===== config.mk =====
export PLATFORM = sky130hd
export DESIGN_NAME = lzwd_ctrl
export DESIGN_NICKNAME = d
export VERILOG_FILES = /design/src/sv/lzwd_pkg.sv /design/src/sv/lzwd_ctrl.sv
export SDC_FILE = /design/constraint.sdc
export NUM_CORES = 1
export LEC_CHECK = 0
export ABC_AREA = 1
export CORE_AREA = 5 5 42 44
export CTS_BUF_LIST = sky130_fd_sc_hd__clkbuf_4
export CTS_CLUSTER_DIAMETER = 30
export CTS_CLUSTER_SIZE = 14
export DETAILED_ROUTE_END_ITERATION = 8
export DIE_AREA = 0 0 47 49
export DONT_BUFFER_PORTS = 1
export GPL_TIMING_DRIVEN = 1
export PLACE_DENSITY_LB_ADDON = 0.08
export SLEW_MARGIN = 15
export SYNTH_ARGS = -nofsm -noshare
export SYNTH_HDL_FRONTEND = slang
export SYNTH_SLANG_ARGS = --single-unit

===== constraint.sdc =====
create_clock -name clk_i -period 0.9 [get_ports clk_i]
set_clock_uncertainty 0.05 [all_clocks]
set_input_delay 0.135 -clock clk_i [delete_from_list [all_inputs] [get_ports clk_i]]
set_output_delay 0.135 -clock clk_i [all_outputs]
set_load 0.05 [all_outputs]

===== src/sv/lzwd_pkg.sv =====
package lzwd_pkg;

  localparam int unsigned WIN_DEPTH = 2048;
  localparam int unsigned WIN_AW    = $clog2(WIN_DEPTH);
  localparam int unsigned FILL_W    = WIN_AW + 1;
  localparam int unsigned CNT_W     = 24;
  localparam int unsigned LEN_W     = 6;
  localparam int unsigned FLAG_W    = 16;

  localparam logic [WIN_AW-1:0] PTR_START   = WIN_AW'(2015);
  localparam logic [FILL_W-1:0] FILL_FULL   = FILL_W'(WIN_DEPTH);
  localparam logic [CNT_W-1:0]  LIMIT_RESET = {CNT_W{1'b1}};
  localparam logic [LEN_W-1:0]  MIN_COPY    = LEN_W'(2);
  localparam logic [7:0]        FLAG_FILL   = 8'hFF;

  typedef struct packed {
    logic       stream_start;
    logic [7:0] code_byte;
  } in_item_t;

  typedef struct packed {
    logic [7:0] plain_byte;
    logic       run_last;
  } out_item_t;

  // Controller to datapath.
  typedef struct packed {
    logic take;  // an input item may be accepted this cycle
    logic step;  // emit one copied byte this cycle
  } cmd_t;

  // Datapath to controller.
  typedef struct packed {
    logic out_free;   // output register can load this cycle
    logic copy_go;    // accepted item starts a back-reference copy
    logic copy_last;  // the pending copy byte is the final one
  } status_t;

endpackage


===== src/sv/lzwd_ctrl.sv =====
module lzwd_ctrl (
  input  logic              clk_i,
  input  logic              rst_ni,
  input  lzwd_pkg::status_t status_i,
  output lzwd_pkg::cmd_t    cmd_o
);

  typedef enum logic [2:0] {
    ST_IDLE    = 3'b001,
    ST_COPY_RD = 3'b010,
    ST_COPY    = 3'b100
  } state_e;

  state_e state_q, state_d;

  always_comb begin
    state_d    = state_q;
    cmd_o.take = 1'b0;
    cmd_o.step = 1'b0;
    unique case (state_q)
      ST_IDLE: begin
        cmd_o.take = status_i.out_free;
        if (status_i.copy_go) begin
          state_d = ST_COPY_RD;
        end
      end
      // The first read of the copy is in flight.
      ST_COPY_RD: begin
        state_d = ST_COPY;
      end
      ST_COPY: begin
        cmd_o.step = status_i.out_free;
        if (status_i.out_free && status_i.copy_last) begin
          state_d = ST_IDLE;
        end
      end
      default: begin
        state_d = ST_IDLE;
      end
    endcase
  end

  always_ff @(posedge clk_i or negedge rst_ni) begin
    if (!rst_ni) begin
      state_q <= ST_IDLE;
    end else begin
      state_q <= state_d;
    end
  end

endmodule


## Word-level counts from Yosys, hierarchy flattened

Cells that the tools add are included.

| storage, ports and cells | value |
|---|---|
| register bits after elaboration | 3 |
| input port bits | 5 |
| output and inout bits | 2 |
| word-level logic and storage cells | 13 |

| operators by class | value |
|---|---|
| equality and inequality tests | 5 |
| multiplexer cells | 5 |
| reduce and logical (&&, ||, !) cells | 2 |

Operator list:

| cell | count |
|---|---|
| one-hot mux 3 bit (3 select lines) | 1 |
| two-way mux 3 bit | 2 |
| != test 2 bit, second input constant | 2 |
| == test 3 x 1 -> 1 bit, second input constant | 1 |
| == test 3 x 2 -> 1 bit, second input constant | 1 |
| == test 3 bit, second input constant | 1 |
| two-way mux 1 bit | 2 |
| AND reduction 2 bit | 1 |
| logical AND 1 bit | 1 |

## Longest topological paths before layout

| logic depth | value |
|---|---|
| depth in word-level cells | 3 |
| gate-level depth with buffers | 5 |
| depth with buffers taken out | 5 |

## Worst setup path after synthesis

No wires, ideal clock.

| timing path | value |
|---|---|
| path kind | register -> output |
| from | register state_q[1] |
| to | output cmd_o[0] (netlist name) |
| arrival | 1.948 ns |
| data required time | 0.715 ns |
| slack | -1.233 ns |
| cell stages (with the launch flop) | 2 |
| buffers on the path | 0 |
| cell sequence | dfrtp_1 nor4_1 |

RTL lines:

| item | line | RTL |
|---|---|---|
| start: declaration | lzwd_ctrl.sv:14 | `state_e state_q, state_d;` |
| start signal: assignment | lzwd_ctrl.sv:47 | `state_q <= state_d;` |
| end: declaration | lzwd_ctrl.sv:5 | `output lzwd_pkg::cmd_t cmd_o` |

==> metrics.json <==
{
  "setup.worst_path.start_class": {"value": "flop"},
  "power.share.sequential": {"value": 0.249},
  "power.switching": {"value": 476, "unit": "uW"},
  "drv_cap": {"value": 0},
  "dpl-instance-area": {"value": 243, "unit": "um2"},
  "timing.critical_path.to_type": {"value": "primary output"},
  "wl": {"value": 374, "unit": "um"},
  "xor_xnor_share_of_the_synthesized_area": {"value": 0},
  "drt-initial-drc-count": {"value": 0},
  "worstPathBufferInverterCount": {"value": 1},
  "maxSlewViolCount": {"value": 0},
  "maximum_net_fanout_on_the_critical_path": {"value": 3},
  "number_of_hold_violations_in_the_final_report": {"value": 0},
  "hpwl": {"value": 293, "unit": "um"},
  "crit_type": {"value": "reg -> out"},
  "failed_checks": {"value": "negative setup slack"},
  "cp_data_required_time": {"value": 0.71, "unit": "ns"},
  "synthesis.nets": {"value": 26},
  "worst_ep_arrival_time": {"value": 1.15, "unit": "ns"},
  "p_sw_frac": {"value": 0.394},
  "cp_slowest_stage_delay": {"value": 0.58, "unit": "ns"},
  "synth_adder_area_share": {"value": 0},
  "finalWeightedCongestion": {"value": 0.587},
  "grt_usage": {"value": 0.0423},
  "slew_headroom": {"value": 0.831},
  "tritoncts": {"value": "built"},
  "synth_top_cells_by_area": {"value": "dfrtp_1, dfstp_2, inv_1"},
  "cts-root-to-sink-buffers": {"value": 2},
  "placeable_core_region": {"value": 0.00140, "unit": "mm2"},
  "p_clk_frac": {"value": 0.220},
  "synth_top_cell_by_area": {"value": "dfrtp_1"},
  "dr.pass1.iters": {"value": 1},
  "cts.sinks": {"value": 3},
  "comb_power_share": {"value": 0.531},
  "synth_top_family_by_area": {"value": "simple AND/OR/NAND/NOR gates"},
  "postSynth.topFlopCell": {"value": "dfrtp_1"},
  "fill_cells": {"value": 170},
  "clock-root-buffer": {"value": "clkbuf_4"},
  "route.detailed.drc": {"value": 0},
  "yosys.cell_count.top_type": {"value": "inv_1"},
  "wl_per_cell": {"value": 7.79, "unit": "um"},
  "synth_register_bits": {"value": 3},
  "number_of_enable_flip_flop_cells_after_synthesis": {"value": 0},
  "reg_top3": {"value": "state_q: 3 flops"},
  "number_of_nets_still_failing_antenna_checks_after_routing": {"value": 0},
  "finalInstanceArea": {"value": 335, "unit": "um2"},
  "synth_common_cells": {"value": "inv_1, nand2_1, nand3_1"},
  "syn_inst": {"value": 21},
  "port_buffers": {"value": 0},
  "synth.avg_cell_area": {"value": 7.63, "unit": "um2"},
  "clock_insertion_delay_at_the_later_pin_of_the_skew_report": {"value": 0.23, "unit": "ns"},
  "n_antenna_cell": {"value": 0},
  "ios": {"value": 7},
  "grt_first_pass_wirelength": {"value": 648, "unit": "um"},
  "yosysSeqAreaShare": {"value": 0.477},
  "largest_net_degree_at_the_start_of_global_routing": {"value": 5},
  "max_freq": {"value": 750, "unit": "MHz"},
  "result_of_the_run": {"value": "finished, violations left"},
  "timing.critical_path.slowest_stage_cell": {"value": "dfstp_2"},
  "min_path_type": {"value": "in -> reg"},
  "gr-total-overflow": {"value": 0},
  "yosysUniqueCellTypes": {"value": 9},
  "crit_family": {"value": "flip-flops"},
  "detailroute.via_count": {"value": 166},
  "dieWidth": {"value": 47, "unit": "um"},
  "rsz0062_at_grt": {"value": "yes"},
  "synthSimpleGateAreaFrac": {"value": 0.383},
  "post_drt_via_cell_ratio": {"value": 3.46},
  "cellPowerDensity": {"value": 3600, "unit": "mW/mm2"},
  "layout-area-overhead-vs-synth": {"value": 109, "unit": "%"},
  "finalSetupViolCount": {"value": 5},
  "crit_chain": {"value": "nand3_4 -> nor2_4 -> buf_12"},
  "dp_worst_setup_slack": {"value": -0.245, "unit": "ns"},
  "top_register": {"value": "state_q"},
  "synth-compound-area-share": {"value": 0},
  "fp.dieH": {"value": 49, "unit": "um"},
  "leakage": {"value": 0.160, "unit": "nW"},
  "grt_antenna_before_repair": {"value": 0},
  "die_area": {"value": 0.00230, "unit": "mm2"},
  "timing_worst_slew_pin_value": {"value": 0.251, "unit": "ns"},
  "multiplexer_area_fraction_after_synthesis": {"value": 0},
  "synth_top_area_share": {"value": 0.313},
  "cts.htree.levels": {"value": 1},
  "fraction_of_registers_with_async_set_or_reset_after_synthesis": {"value": 1.00},
  "p_int": {"value": 731, "unit": "uW"},
  "largest_reg_flops": {"value": 3},
  "cts_made_buffers": {"value": 3},
  "clkTransAtPathRegs": {"value": 0.04, "unit": "ns"},
  "setup_total_negative_slack": {"value": -1.57, "unit": "ns"},
  "finalWorstSetupSlack": {"value": -0.433, "unit": "ns"},
  "synth.yosys.warnings": {"value": 0},
  "max-vdd-ir-drop": {"value": 673, "unit": "uV"},
  "post_route_minimum_period": {"value": 1.33, "unit": "ns"},
  "vias_in_the_first_global_route": {"value": 165},
  "effective_utilization_at_floorplan": {"value": 0.114},
  "period_share": {"value": 1.48},
  "final_nets": {"value": 38},
  "fin_worst_hold_slack": {"value": 0.0752, "unit": "ns"},
  "rows": {"value": 14},
  "mappedNetlistArea": {"value": 160, "unit": "um2"},
  "post_route_cells_drive_above_1_share": {"value": 0.563}
}
==> worst paths after layout <==
kind / slack, ns / cells past startpoint / startpoint / to
min in group asynchronous: 0.10 / 1 / rst_ni / state_q[2]$_DFFE_PN0P_
max in group asynchronous: 0.47 / 1 / rst_ni / state_q[0]$_DFFE_PN1P_
max: -0.43 / 3 / state_q[0]$_DFFE_PN1P_ / cmd_o[1]
max reg2reg: -0.30 / 6 / state_q[0]$_DFFE_PN1P_ / state_q[0]$_DFFE_PN1P_
min reg2reg: 0.53 / 2 / state_q[2]$_DFFE_PN0P_ / state_q[2]$_DFFE_PN0P_
min: 0.08 / 3 / status_i[0] / state_q[2]$_DFFE_PN0P_
==> metrics by stage <==
step	total power, mW	util	std cells
floorplan	0.582	-	21
global placement	0.740	0.173	39
detailed placement	0.729	0.173	39
CTS	1.10	0.220	46
global route	1.31	0.239	48
finish	1.21	0.239	48
==> repair_timing <==
item / in CTS / in global routing
setup endpoints to repair: 5 / 5
hold buffers: 2 / 0
pin swaps: 2 / 5
buffers inserted: 1 / 2
gates resized for setup: 1 / 5
endpoints found under the hold margin: 5 / 0
==> worst min-delay path: cells and delay by family <==
kind	cells	cell delay [ns]
AND/OR/NAND/NOR	3	0.18
==> layout by cell type (no fill, tap or decap) <==
cell type | netlist | layout
buf_12 | 0 | 2
buf_4 | 0 | 3
clkbuf_4 | 0 | 4
dfrtp_1 | 2 | 2
dfstp_2 | 1 | 1
dlygate4sd3_1 | 0 | 2
inv_1 | 6 | 4
inv_2 | 0 | 2
nand2_1 | 4 | 4
nand3_1 | 3 | 1
nand3_2 | 1 | 2
nand3_4 | 0 | 1
nand3b_1 | 1 | 1
nor2_2 | 0 | 1
nor2_4 | 0 | 1
nor4_4 | 0 | 1
==> per-layer routing <==
layer  wire (um)  vias up  global-route usage
met5           0        -                   0
met3          40        0              0.0443
li1            -       86                   -
met4           0        0              0.0138
met1         155       74              0.0505
met2         177        6              0.0498
==> cell type report <==
class / instances / area, um2 / area share
Clock buffer: 4 / 30.0 / 0.0896
Sequential cell: 3 / 76.3 / 0.228
Multi-Input combinational cell: 12 / 104 / 0.310
Tap cell: 16 / 20.0 / 0.0597
Timing Repair Buffer: 7 / 82.6 / 0.246
Inverter: 6 / 22.5 / 0.0672
==> power by group through the flow <==
| stage | registers (mW) | clock network (mW) | logic [mW] |
|---|---|---|---|
| floorplan | 0.276 | 0 | 0.306 |
| global placement | 0.292 | 0 | 0.448 |
| detailed placement | 0.290 | 0 | 0.439 |
| CTS | 0.296 | 0.272 | 0.533 |
| global route | 0.309 | 0.294 | 0.703 |
| finish | 0.301 | 0.266 | 0.641 |
==> cells by family (layout without fill, tap and decap cells) <==
group                  after synthesis  in the layout
buffers and inverters                6             17
flip-flops                           3              3
AND/OR/NAND/NOR                     12             12
Note: power is estimated with default switching activity, not from simulation.
